==> config.mk <==
export PLATFORM = sky130hd
export DESIGN_NAME = yuyv_to_bgr24_flipped_unit_flat
export DESIGN_NICKNAME = d
export VERILOG_FILES = /design/src/rtl/yb24_pkg.sv /design/src/rtl/yb24_if.sv /design/src/rtl/yb24_pixel_lane.sv /design/src/rtl/yb24_addr_gen.sv /design/src/rtl/yuyv_to_bgr24_flipped_unit.sv /design/src/flat_wrapper.sv
export SDC_FILE = /design/constraint.sdc
export NUM_CORES = 1
export LEC_CHECK = 0
export ABC_AREA = 1
export BUFFER_PORTS_ARGS = -buffer_cell sky130_fd_sc_hd__buf_2
export CAP_MARGIN = 30
export CORE_MARGIN = 2
export CORE_UTILIZATION = 64
export DETAILED_ROUTE_END_ITERATION = 8
export PLACE_DENSITY = 0.83
export SYNTH_ARGS = -nofsm -noshare
export SYNTH_HDL_FRONTEND = slang
export SYNTH_SLANG_ARGS = --single-unit
==> constraint.sdc <==
create_clock -name clk -period 6.61 [get_ports clk]
set_clock_uncertainty 0.05 [all_clocks]
set_input_delay 0.3305 -clock clk [delete_from_list [all_inputs] [get_ports clk]]
set_output_delay 0.3305 -clock clk [all_outputs]
set_load 0.005 [all_outputs]
==> src/rtl/yb24_pkg.sv <==
`timescale 1ns / 1ps

package yb24_pkg;

    // frame limits
    localparam int MAX_WIDTH  = 4096;
    localparam int MAX_HEIGHT = 4096;

    localparam int PIX_W     = 8;
    localparam int CFG_W     = 13;
    localparam int CFG_IDX_W = 1;
    localparam int DIM_W     = CFG_W;
    localparam int COL_W     = $clog2(MAX_WIDTH);
    localparam int ROW_W     = $clog2(MAX_HEIGHT);
    localparam int IDX_W     = 24;
    localparam int PROD_W    = ROW_W + DIM_W;

    localparam logic [CFG_W-1:0] WIDTH_RESET  = CFG_W'(640);
    localparam logic [CFG_W-1:0] HEIGHT_RESET = CFG_W'(480);

    // x/100 for x < 2^15 is (x * 5243) >> 19, exact for our range
    localparam int RECIP_100 = 5243;
    localparam int RECIP_SH  = 19;
    localparam int KMUL_W    = 20;
    localparam logic [KMUL_W-1:0] K_RED   = KMUL_W'(140 * RECIP_100);
    localparam logic [KMUL_W-1:0] K_G_U   = KMUL_W'(34 * RECIP_100);
    localparam logic [KMUL_W-1:0] K_G_V   = KMUL_W'(71 * RECIP_100);
    localparam logic [KMUL_W-1:0] K_BLUE  = KMUL_W'(177 * RECIP_100);
    localparam int TERM_W = 9;     // signed, |term| <= 226
    localparam int SUM_W  = 11;    // signed lane sum

    typedef enum logic [CFG_IDX_W-1:0] {
        REG_FRAME_WIDTH  = 1'b0,
        REG_FRAME_HEIGHT = 1'b1
    } cfg_reg_t;

    typedef struct packed {
        logic [ROW_W-1:0] row_inv;
        logic [COL_W-1:0] col;
        logic [DIM_W-1:0] width;
        logic             frame_end;
    } addr_info_t;

    // trunc-toward-zero of coef*(c-128)/100, coef folded into k
    function automatic logic signed [TERM_W-1:0] chroma_term(
        input logic [PIX_W-1:0]  c,
        input logic [KMUL_W-1:0] k
    );
        logic                    neg;
        logic [PIX_W-1:0]        mag;
        logic [PIX_W+KMUL_W-1:0] prod;
        logic [TERM_W-1:0]       q;
        neg  = ~c[PIX_W-1];
        mag  = neg ? (PIX_W'(1 << (PIX_W - 1)) - {1'b0, c[PIX_W-2:0]})
                   : {1'b0, c[PIX_W-2:0]};
        prod = (PIX_W + KMUL_W)'(mag) * (PIX_W + KMUL_W)'(k);
        q    = prod[RECIP_SH +: TERM_W];
        return neg ? -$signed(q) : $signed(q);
    endfunction

    function automatic logic [PIX_W-1:0] clamp_pix(input logic signed [SUM_W-1:0] v);
        logic [PIX_W-1:0] res;
        if (v < 0)
            res = '0;
        else if (v > $signed(SUM_W'(255)))
            res = '1;
        else
            res = v[PIX_W-1:0];
        return res;
    endfunction

endpackage

==> src/rtl/yb24_if.sv <==
`timescale 1ns / 1ps

interface yb24_in_if;
    import yb24_pkg::*;
    logic             valid;
    logic             ready;
    logic [PIX_W-1:0] luma_first;
    logic [PIX_W-1:0] chroma_blue;
    logic [PIX_W-1:0] luma_second;
    logic [PIX_W-1:0] chroma_red;

    modport source (output valid, luma_first, chroma_blue, luma_second, chroma_red,
                    input ready);
    modport sink (input valid, luma_first, chroma_blue, luma_second, chroma_red,
                  output ready);
endinterface

interface yb24_out_if;
    import yb24_pkg::*;
    logic             valid;
    logic             ready;
    logic [PIX_W-1:0] blue_first;
    logic [PIX_W-1:0] green_first;
    logic [PIX_W-1:0] red_first;
    logic [PIX_W-1:0] blue_second;
    logic [PIX_W-1:0] green_second;
    logic [PIX_W-1:0] red_second;
    logic [IDX_W-1:0] pixel_index;
    logic             frame_end;

    modport source (output valid, blue_first, green_first, red_first, blue_second,
                    green_second, red_second, pixel_index, frame_end,
                    input ready);
    modport sink (input valid, blue_first, green_first, red_first, blue_second,
                  green_second, red_second, pixel_index, frame_end,
                  output ready);
endinterface

==> src/rtl/yb24_pixel_lane.sv <==
`timescale 1ns / 1ps

// one pixel: luma plus shared chroma terms, clamped
module yb24_pixel_lane
    import yb24_pkg::*;
(
    input  logic [PIX_W-1:0]         luma,
    input  logic signed [TERM_W-1:0] term_b,
    input  logic signed [TERM_W-1:0] term_gu,
    input  logic signed [TERM_W-1:0] term_gv,
    input  logic signed [TERM_W-1:0] term_r,
    output logic [PIX_W-1:0]         blue,
    output logic [PIX_W-1:0]         green,
    output logic [PIX_W-1:0]         red
);

    logic signed [SUM_W-1:0] y_s;
    logic signed [SUM_W-1:0] sum_b;
    logic signed [SUM_W-1:0] sum_g;
    logic signed [SUM_W-1:0] sum_r;

    assign y_s   = $signed({{(SUM_W - PIX_W){1'b0}}, luma});
    assign sum_b = y_s + SUM_W'(term_b);
    assign sum_g = y_s - SUM_W'(term_gu) - SUM_W'(term_gv);
    assign sum_r = y_s + SUM_W'(term_r);

    assign blue  = clamp_pix(sum_b);
    assign green = clamp_pix(sum_g);
    assign red   = clamp_pix(sum_r);

endmodule

==> src/rtl/yb24_addr_gen.sv <==
`timescale 1ns / 1ps

// frame size registers and column/row counters
module yb24_addr_gen
    import yb24_pkg::*;
(
    input  logic                 clk,
    input  logic                 rst_n,
    input  logic                 cfg_we,
    input  logic [CFG_IDX_W-1:0] cfg_index,
    input  logic [CFG_W-1:0]     cfg_data,
    input  logic                 advance,
    output addr_info_t           info
);

    logic [CFG_W-1:0] width_cfg_reg;
    logic [CFG_W-1:0] width_cfg_next;
    logic [CFG_W-1:0] height_cfg_reg;
    logic [CFG_W-1:0] height_cfg_next;
    logic [COL_W-1:0] column_count_reg;
    logic [COL_W-1:0] column_count_next;
    logic [ROW_W-1:0] row_count_reg;
    logic [ROW_W-1:0] row_count_next;

    logic [DIM_W-1:0] w_eff;
    logic [DIM_W-1:0] h_eff;
    logic [DIM_W-1:0] col_lim;
    logic [DIM_W-1:0] row_lim;
    logic [DIM_W-1:0] col_c;
    logic [DIM_W-1:0] row_c;
    logic             line_end;
    logic             frame_end;

    always_comb
    begin
        if (width_cfg_reg < DIM_W'(2))
            w_eff = DIM_W'(2);
        else if (width_cfg_reg > DIM_W'(MAX_WIDTH))
            w_eff = DIM_W'(MAX_WIDTH);
        else
            w_eff = width_cfg_reg;
        w_eff[0] = 1'b0;

        if (height_cfg_reg < DIM_W'(1))
            h_eff = DIM_W'(1);
        else if (height_cfg_reg > DIM_W'(MAX_HEIGHT))
            h_eff = DIM_W'(MAX_HEIGHT);
        else
            h_eff = height_cfg_reg;
    end

    // counters past a shrunk frame are pinned to the last pair / line
    assign col_lim   = w_eff - DIM_W'(2);
    assign row_lim   = h_eff - DIM_W'(1);
    assign col_c     = (DIM_W'(column_count_reg) > col_lim) ? col_lim
                                                            : DIM_W'(column_count_reg);
    assign row_c     = (DIM_W'(row_count_reg) > row_lim) ? row_lim : DIM_W'(row_count_reg);
    assign line_end  = (col_c + DIM_W'(2)) >= w_eff;
    assign frame_end = line_end && ((row_c + DIM_W'(1)) >= h_eff);

    assign info.row_inv   = ROW_W'(row_lim - row_c);
    assign info.col       = COL_W'(col_c);
    assign info.width     = w_eff;
    assign info.frame_end = frame_end;

    always_comb
    begin
        width_cfg_next  = width_cfg_reg;
        height_cfg_next = height_cfg_reg;
        if (cfg_we)
        begin
            case (cfg_reg_t'(cfg_index))
                REG_FRAME_WIDTH:  width_cfg_next  = cfg_data;
                REG_FRAME_HEIGHT: height_cfg_next = cfg_data;
                default:          ;
            endcase
        end

        column_count_next = column_count_reg;
        row_count_next    = row_count_reg;
        if (advance)
        begin
            if (line_end)
            begin
                column_count_next = '0;
                row_count_next    = frame_end ? '0 : ROW_W'(row_c + DIM_W'(1));
            end
            else
            begin
                column_count_next = COL_W'(col_c + DIM_W'(2));
                row_count_next    = ROW_W'(row_c);
            end
        end
    end

    always_ff @(posedge clk or negedge rst_n)
    begin
        if (!rst_n)
        begin
            width_cfg_reg    <= WIDTH_RESET;
            height_cfg_reg   <= HEIGHT_RESET;
            column_count_reg <= '0;
            row_count_reg    <= '0;
        end
        else
        begin
            width_cfg_reg    <= width_cfg_next;
            height_cfg_reg   <= height_cfg_next;
            column_count_reg <= column_count_next;
            row_count_reg    <= row_count_next;
        end
    end

`ifndef NO_ASSERTIONS
    // pairs always start on an even column
    a_col_even: assert property (@(posedge clk) disable iff (!rst_n)
        column_count_reg[0] == 1'b0)
        else $error("column counter odd");

    // frame end returns both counters to origin
    a_wrap: assert property (@(posedge clk) disable iff (!rst_n)
        advance && frame_end |=> column_count_reg == '0 && row_count_reg == '0)
        else $error("counters did not wrap at frame end");
`endif

endmodule

==> src/rtl/yuyv_to_bgr24_flipped_unit.sv <==
`timescale 1ns / 1ps

// YUYV to BGR24 converter with bottom-up addressing. Each request on yuyv
// carries one macropixel (Y0, U, Y1, V) and yields one request on bgr with
// two clamped B,G,R pixels sharing the chroma, the bottom-up index of the
// first pixel, (height-1-row)*width + col (byte offset is 3x that), and a
// frame_end flag on the last pair of the frame. Throughput is one pair per
// clock. Each pair passes the stage 1 registers and then the output register
// before bgr.valid rises. Stage 1 forms the four chroma terms (constant
// multiply by coef/100 reciprocal) and latches the clamped counter position;
// stage 2 runs two pixel lanes plus the index multiply-add and holds the
// output register. Either stage refills as soon as its content moves on, so
// a full pipeline stalls only while bgr.ready is low. Frame size is set
// through cfg_we/cfg_index/cfg_data (0 = width, 1 = height); the user must
// write it only while no request is in flight, which the block does not
// enforce; width is saturated to 2..4096 and forced even, height to 1..4096.
module yuyv_to_bgr24_flipped_unit
    import yb24_pkg::*;
(
    input  logic                 clk,
    input  logic                 rst_n,
    yb24_in_if.sink              yuyv,
    yb24_out_if.source           bgr,
    input  logic                 cfg_we,
    input  logic [CFG_IDX_W-1:0] cfg_index,
    input  logic [CFG_W-1:0]     cfg_data
);

    // pipeline handshake
    logic s1_ready;
    logic s2_ready;
    logic in_accept;

    // stage 1: terms and position
    logic                     s1_valid_reg;
    logic                     s1_valid_next;
    logic [PIX_W-1:0]         s1_luma0_reg;
    logic [PIX_W-1:0]         s1_luma1_reg;
    logic signed [TERM_W-1:0] s1_tb_reg;
    logic signed [TERM_W-1:0] s1_tgu_reg;
    logic signed [TERM_W-1:0] s1_tgv_reg;
    logic signed [TERM_W-1:0] s1_tr_reg;
    addr_info_t               s1_addr_reg;
    addr_info_t               addr_now;

    // stage 2: output register
    logic             out_valid_reg;
    logic             out_valid_next;
    logic [PIX_W-1:0] b0_reg, g0_reg, r0_reg;
    logic [PIX_W-1:0] b1_reg, g1_reg, r1_reg;
    logic [IDX_W-1:0] index_reg;
    logic             frame_end_reg;

    // lane results
    logic [PIX_W-1:0] b0, g0, r0;
    logic [PIX_W-1:0] b1, g1, r1;
    logic [PROD_W-1:0] row_base;
    logic [PROD_W-1:0] index_full;

    assign s2_ready   = !out_valid_reg || bgr.ready;
    assign s1_ready   = !s1_valid_reg || s2_ready;
    assign yuyv.ready = s1_ready;
    assign in_accept  = yuyv.valid && s1_ready;

    yb24_addr_gen u_addr (
        .clk       (clk),
        .rst_n     (rst_n),
        .cfg_we    (cfg_we),
        .cfg_index (cfg_index),
        .cfg_data  (cfg_data),
        .advance   (in_accept),
        .info      (addr_now)
    );

    assign s1_valid_next  = s1_ready ? yuyv.valid : s1_valid_reg;
    assign out_valid_next = s2_ready ? s1_valid_reg : out_valid_reg;

    always_ff @(posedge clk or negedge rst_n)
    begin
        if (!rst_n)
        begin
            s1_valid_reg  <= 1'b0;
            out_valid_reg <= 1'b0;
        end
        else
        begin
            s1_valid_reg  <= s1_valid_next;
            out_valid_reg <= out_valid_next;
        end
    end

    always_ff @(posedge clk)
    begin
        if (in_accept)
        begin
            s1_luma0_reg <= yuyv.luma_first;
            s1_luma1_reg <= yuyv.luma_second;
            s1_tb_reg    <= chroma_term(yuyv.chroma_blue, K_BLUE);
            s1_tgu_reg   <= chroma_term(yuyv.chroma_blue, K_G_U);
            s1_tgv_reg   <= chroma_term(yuyv.chroma_red, K_G_V);
            s1_tr_reg    <= chroma_term(yuyv.chroma_red, K_RED);
            s1_addr_reg  <= addr_now;
        end
    end

    // two lanes, one per pixel of the pair
    yb24_pixel_lane u_lane0 (
        .luma    (s1_luma0_reg),
        .term_b  (s1_tb_reg),
        .term_gu (s1_tgu_reg),
        .term_gv (s1_tgv_reg),
        .term_r  (s1_tr_reg),
        .blue    (b0),
        .green   (g0),
        .red     (r0)
    );

    yb24_pixel_lane u_lane1 (
        .luma    (s1_luma1_reg),
        .term_b  (s1_tb_reg),
        .term_gu (s1_tgu_reg),
        .term_gv (s1_tgv_reg),
        .term_r  (s1_tr_reg),
        .blue    (b1),
        .green   (g1),
        .red     (r1)
    );

    // bottom-up index: one 12x13 multiply and an add
    assign row_base   = PROD_W'(s1_addr_reg.row_inv) * PROD_W'(s1_addr_reg.width);
    assign index_full = row_base + PROD_W'(s1_addr_reg.col);

    // merge lanes and index into the output register
    always_ff @(posedge clk)
    begin
        if (s1_valid_reg && s2_ready)
        begin
            b0_reg        <= b0;
            g0_reg        <= g0;
            r0_reg        <= r0;
            b1_reg        <= b1;
            g1_reg        <= g1;
            r1_reg        <= r1;
            index_reg     <= index_full[IDX_W-1:0];
            frame_end_reg <= s1_addr_reg.frame_end;
        end
    end

    assign bgr.valid        = out_valid_reg;
    assign bgr.blue_first   = b0_reg;
    assign bgr.green_first  = g0_reg;
    assign bgr.red_first    = r0_reg;
    assign bgr.blue_second  = b1_reg;
    assign bgr.green_second = g1_reg;
    assign bgr.red_second   = r1_reg;
    assign bgr.pixel_index  = index_reg;
    assign bgr.frame_end    = frame_end_reg;

`ifndef NO_ASSERTIONS
    // an accepted request always lands in stage 1
    a_s1_load: assert property (@(posedge clk) disable iff (!rst_n)
        in_accept |=> s1_valid_reg)
        else $error("accepted request lost before stage 1");

    // no accept while both stages are full and output is stalled
    a_no_overrun: assert property (@(posedge clk) disable iff (!rst_n)
        in_accept |-> !(s1_valid_reg && out_valid_reg && !bgr.ready))
        else $error("input accepted into a full pipeline");

    // last pair of a frame sits on the first line of the bottom-up buffer
    a_end_top_row: assert property (@(posedge clk) disable iff (!rst_n)
        s1_valid_reg && s1_addr_reg.frame_end |-> s1_addr_reg.row_inv == '0)
        else $error("frame end off the first buffer line");

    // stage 1 content moves on whenever the output side has room
    a_s1_drain: assert property (@(posedge clk) disable iff (!rst_n)
        s1_valid_reg && s2_ready |=> out_valid_reg)
        else $error("stage 1 request dropped");
`endif

endmodule
==> src/flat_wrapper.sv <==
// flat-port wrapper written by rule: the top's interface ports become plain ports
module yuyv_to_bgr24_flipped_unit_flat import yb24_pkg::*;
  (clk, rst_n, cfg_we, cfg_index, cfg_data, yuyv_valid, yuyv_luma_first, yuyv_chroma_blue, yuyv_luma_second, yuyv_chroma_red, yuyv_ready, bgr_valid, bgr_blue_first, bgr_green_first, bgr_red_first, bgr_blue_second, bgr_green_second, bgr_red_second, bgr_pixel_index, bgr_frame_end, bgr_ready);
  yb24_in_if yuyv_i ();
  yb24_out_if bgr_i ();
  input  logic clk;
  input  logic rst_n;
  input  logic cfg_we;
  input  logic [CFG_IDX_W-1:0] cfg_index;
  input  logic [CFG_W-1:0] cfg_data;
  input wire logic [$bits(yuyv_i.valid)-1:0] yuyv_valid;
  input wire logic [$bits(yuyv_i.luma_first)-1:0] yuyv_luma_first;
  input wire logic [$bits(yuyv_i.chroma_blue)-1:0] yuyv_chroma_blue;
  input wire logic [$bits(yuyv_i.luma_second)-1:0] yuyv_luma_second;
  input wire logic [$bits(yuyv_i.chroma_red)-1:0] yuyv_chroma_red;
  output wire logic [$bits(yuyv_i.ready)-1:0] yuyv_ready;
  output wire logic [$bits(bgr_i.valid)-1:0] bgr_valid;
  output wire logic [$bits(bgr_i.blue_first)-1:0] bgr_blue_first;
  output wire logic [$bits(bgr_i.green_first)-1:0] bgr_green_first;
  output wire logic [$bits(bgr_i.red_first)-1:0] bgr_red_first;
  output wire logic [$bits(bgr_i.blue_second)-1:0] bgr_blue_second;
  output wire logic [$bits(bgr_i.green_second)-1:0] bgr_green_second;
  output wire logic [$bits(bgr_i.red_second)-1:0] bgr_red_second;
  output wire logic [$bits(bgr_i.pixel_index)-1:0] bgr_pixel_index;
  output wire logic [$bits(bgr_i.frame_end)-1:0] bgr_frame_end;
  input wire logic [$bits(bgr_i.ready)-1:0] bgr_ready;
  assign yuyv_i.valid = yuyv_valid;
  assign yuyv_i.luma_first = yuyv_luma_first;
  assign yuyv_i.chroma_blue = yuyv_chroma_blue;
  assign yuyv_i.luma_second = yuyv_luma_second;
  assign yuyv_i.chroma_red = yuyv_chroma_red;
  assign yuyv_ready = yuyv_i.ready;
  assign bgr_valid = bgr_i.valid;
  assign bgr_blue_first = bgr_i.blue_first;
  assign bgr_green_first = bgr_i.green_first;
  assign bgr_red_first = bgr_i.red_first;
  assign bgr_blue_second = bgr_i.blue_second;
  assign bgr_green_second = bgr_i.green_second;
  assign bgr_red_second = bgr_i.red_second;
  assign bgr_pixel_index = bgr_i.pixel_index;
  assign bgr_frame_end = bgr_i.frame_end;
  assign bgr_i.ready = bgr_ready;
  yuyv_to_bgr24_flipped_unit u_core (.clk(clk), .rst_n(rst_n), .yuyv(yuyv_i), .bgr(bgr_i), .cfg_we(cfg_we), .cfg_index(cfg_index), .cfg_data(cfg_data));
endmodule
==> results.cfg <==
[layout]
drive_gt1_share_pct = 9.71
num-fill-cells = 3088
area_growth_pct = 10.6
finish.utilization_pct = 72.1
n_antenna_cell = 0
largest_reg_flops = 37
nets = 4069

[cts]
clock_sinks = 214
htree_levels = 1
clk_pin_slew_ps = 70
worstSkewPairLatency_ps = 550
clockBufferDepth = 3
cts_inserted_buffers = 24
cts_root_buffer = clkbuf_16
cts_tree = yes

[route]
drcViolationCount = 0
wl_um = 69000
routedWlPerCell_um = 17.6
avgViaCountPerCell = 5.69
ant_nets = 0
via_count = 22359
drt_pass1_iterations = 7
drtIter0Drc = 1659

[worst_hold_path]
hold_class = input pin to flip-flop
whs_path_depth = 3

[synth]
synth_warnings = 0
yosys_most_used_dff = edfxtp_1
synth_enable_flop_cells = 162
synthArstFlopShare_pct = 24.3
synth_cell_types = 55
ys_ff_latch = 214
syn_area_um2 = 26700
synthCells = 3174
synth_top_cell_area_share_pct = 19.7
synth_area_leaders = ha_1, edfxtp_1, fa_1
synth_top_cell_by_area = ha_1
synth_nets = 3864
synth.avg_cell_area_um2 = 8.43
yosysSeqAreaShare_pct = 23.1

[timing]
maxSlewHeadroom_pct = 37.2
fmax_ghz = 0.159
fin_crit_sh_pct = 95.3
drv_slew = 0
fin_crit_ps = 6300
finalSetupViolations = 0
worstMarginPinSlew_ps = 942
final-hold-violation-count = 0

[placed_design]
place_hpwl_um = 55600
port_buffers = 125
routabilityCongestion = 0.971

[floorplanning]
die_h_um = 208
die_w_um = 208
core_area_um2 = 41000
num_rows = 74
fp.dieArea_um2 = 43400
start_util_pct = 65.2
ios = 126

[flow_run]
max_cap_violations = 0

[critical_path]
r2r_cells = 26
worstSetupPathType = flip-flop to flip-flop
crit_path_max_fanout = 9
crit_required_ps = 6860
start_kind = flip-flop
cp_data_arrival_time_ps = 6550
rrSetupSlack_ps = 310
end_kind = flip-flop

[global_route]
grt_max_degree = 68
grt_pass1_vias = 22641
antenna_found_initial = 0
grt_overflow = 0
grt_pass1_wl_um = 111000
track_usage_pct = 31.8

[status]
status = complete, no violations
## cell usage after synthesis, types with 7 or more instances
master    number
a211oi_1       7
a21o_1        14
a21oi_1      211
a31oi_1        7
clkbuf_1      36
dfrtp_1       46
edfxtp_1     162
fa_1         219
ha_1         420
inv_1        643
inv_2          9
nand2_1      618
nand2_2       17
nand3_1      117
nand4_1       30
nor2_1       149
nor3_1        28
nor4_1        11
o21ai_0      126
o21ai_1        9
o21bai_1      20
o221ai_1       9
or2_2         11
xnor2_1       56
xor2_1       116
## layout make-up
type / count / area [um2] / share of cell area [%]
multi-input combinational: 2259 / 18000 / 60.8
timing repair buffer: 226 / 1450 / 4.92
tap: 532 / 666 / 2.25
clock buffer: 30 / 666 / 2.25
clock inverter: 14 / 164 / 0.554
inverter: 654 / 2460 / 8.31
sequential: 214 / 6180 / 20.9
## routing by layer
layer	track usage (%)	wire, um	up-vias	part of all wire, %
met4	13.9	3310	0	4.8
met3	3.20	4210	205	6.1
met5	0	0	-	0
li1	-	-	10640	-
met1	38.8	26700	10671	39
met2	57.1	34800	843	50
## critical path, cell delays in order (launching register included)
cell,delay (ps)
edfxtp_1,540
nand2_1,140
fa_1,530
inv_1,50
ha_1,210
fa_1,540
inv_1,50
fa_1,480
fa_1,560
inv_1,50
ha_1,330
nand3_1,90
nand3_1,150
a21oi_1,90
o21ai_1,230
xor2_1,280
inv_1,110
ha_1,340
inv_1,60
nor2_1,170
nand2_1,100
nor3_1,240
a21oi_1,180
nor2_1,160
nand4_1,110
xnor2_1,140
inv_1,50
## worst paths after layout
kind	endpoint	from
worst max-delay path	u_core.bgr.pixel_index[19]	u_core.s1_addr_reg[28]
worst min-delay path	u_core.u_addr.height_cfg_reg[4]	cfg_data[4]
worst max register to register	u_core.bgr.pixel_index[19]	u_core.s1_addr_reg[28]
worst min register to register	u_core.bgr.frame_end	u_core.s1_addr_reg[0]
max in group asynchronous	u_core.u_addr.width_cfg_reg[4]	rst_n
min in group asynchronous	u_core.u_addr.row_count_reg[9]	rst_n
## cell usage in the layout (no fill, tap or decap), drive strengths merged, types with 3 or more instances in the layout
cell type,n
a211oi,7
a21o,14
a21oi,212
a31oi,7
and2,3
buf,200
bufinv,3
clkbuf,31
clkinv,11
dfrtp,46
dfstp,6
dlygate4sd3,25
edfxtp,162
fa,219
ha,420
inv,654
nand2,638
nand3,124
nand3b,4
nand4,30
nor2,158
nor3,29
nor4,11
o211ai,6
o21a,4
o21ai,139
o21bai,20
o221ai,9
o31ai,6
or2,11
xnor2,56
xor2,116
## what timing repair did
action / CTS / global route
endpoints found under the setup margin: 0 / 29
resized for setup: 0 / 25
hold buffers: 25 / 0
hold endpoints to repair: 74 / 0
setup buffers: 0 / 41
## cell families after synthesis
logic type               after synthesis  synth area share (%)
AO/OA/AOI/OAI                        437                  9.14
AND/OR/NAND/NOR                     1011                  16.1
XOR/XNOR                             172                  5.63
flip-flops                           214                  23.1
adder cells (fa/ha/maj)              639                  36.0
buffers and inverters                701                  10.0
## through the flow
step                      instance area [um2]  std cells  setup slack (ps)  TNS [ps]  hold WS [ps]
after global placement                  28100       3819               274         0           351
after floorplan                         26700       3174               630         0         -15.1
final                                   29600       3929               307         0          15.6
after detailed placement                28100       3819               179         0           356
after global routing                    29600       3929             -29.8     -87.3          32.4
after CTS                               29200       3888               122         0          3.50
Power is not shown: default switching activity piles up to over one toggle a cycle in this logic, so the estimate is an artifact.
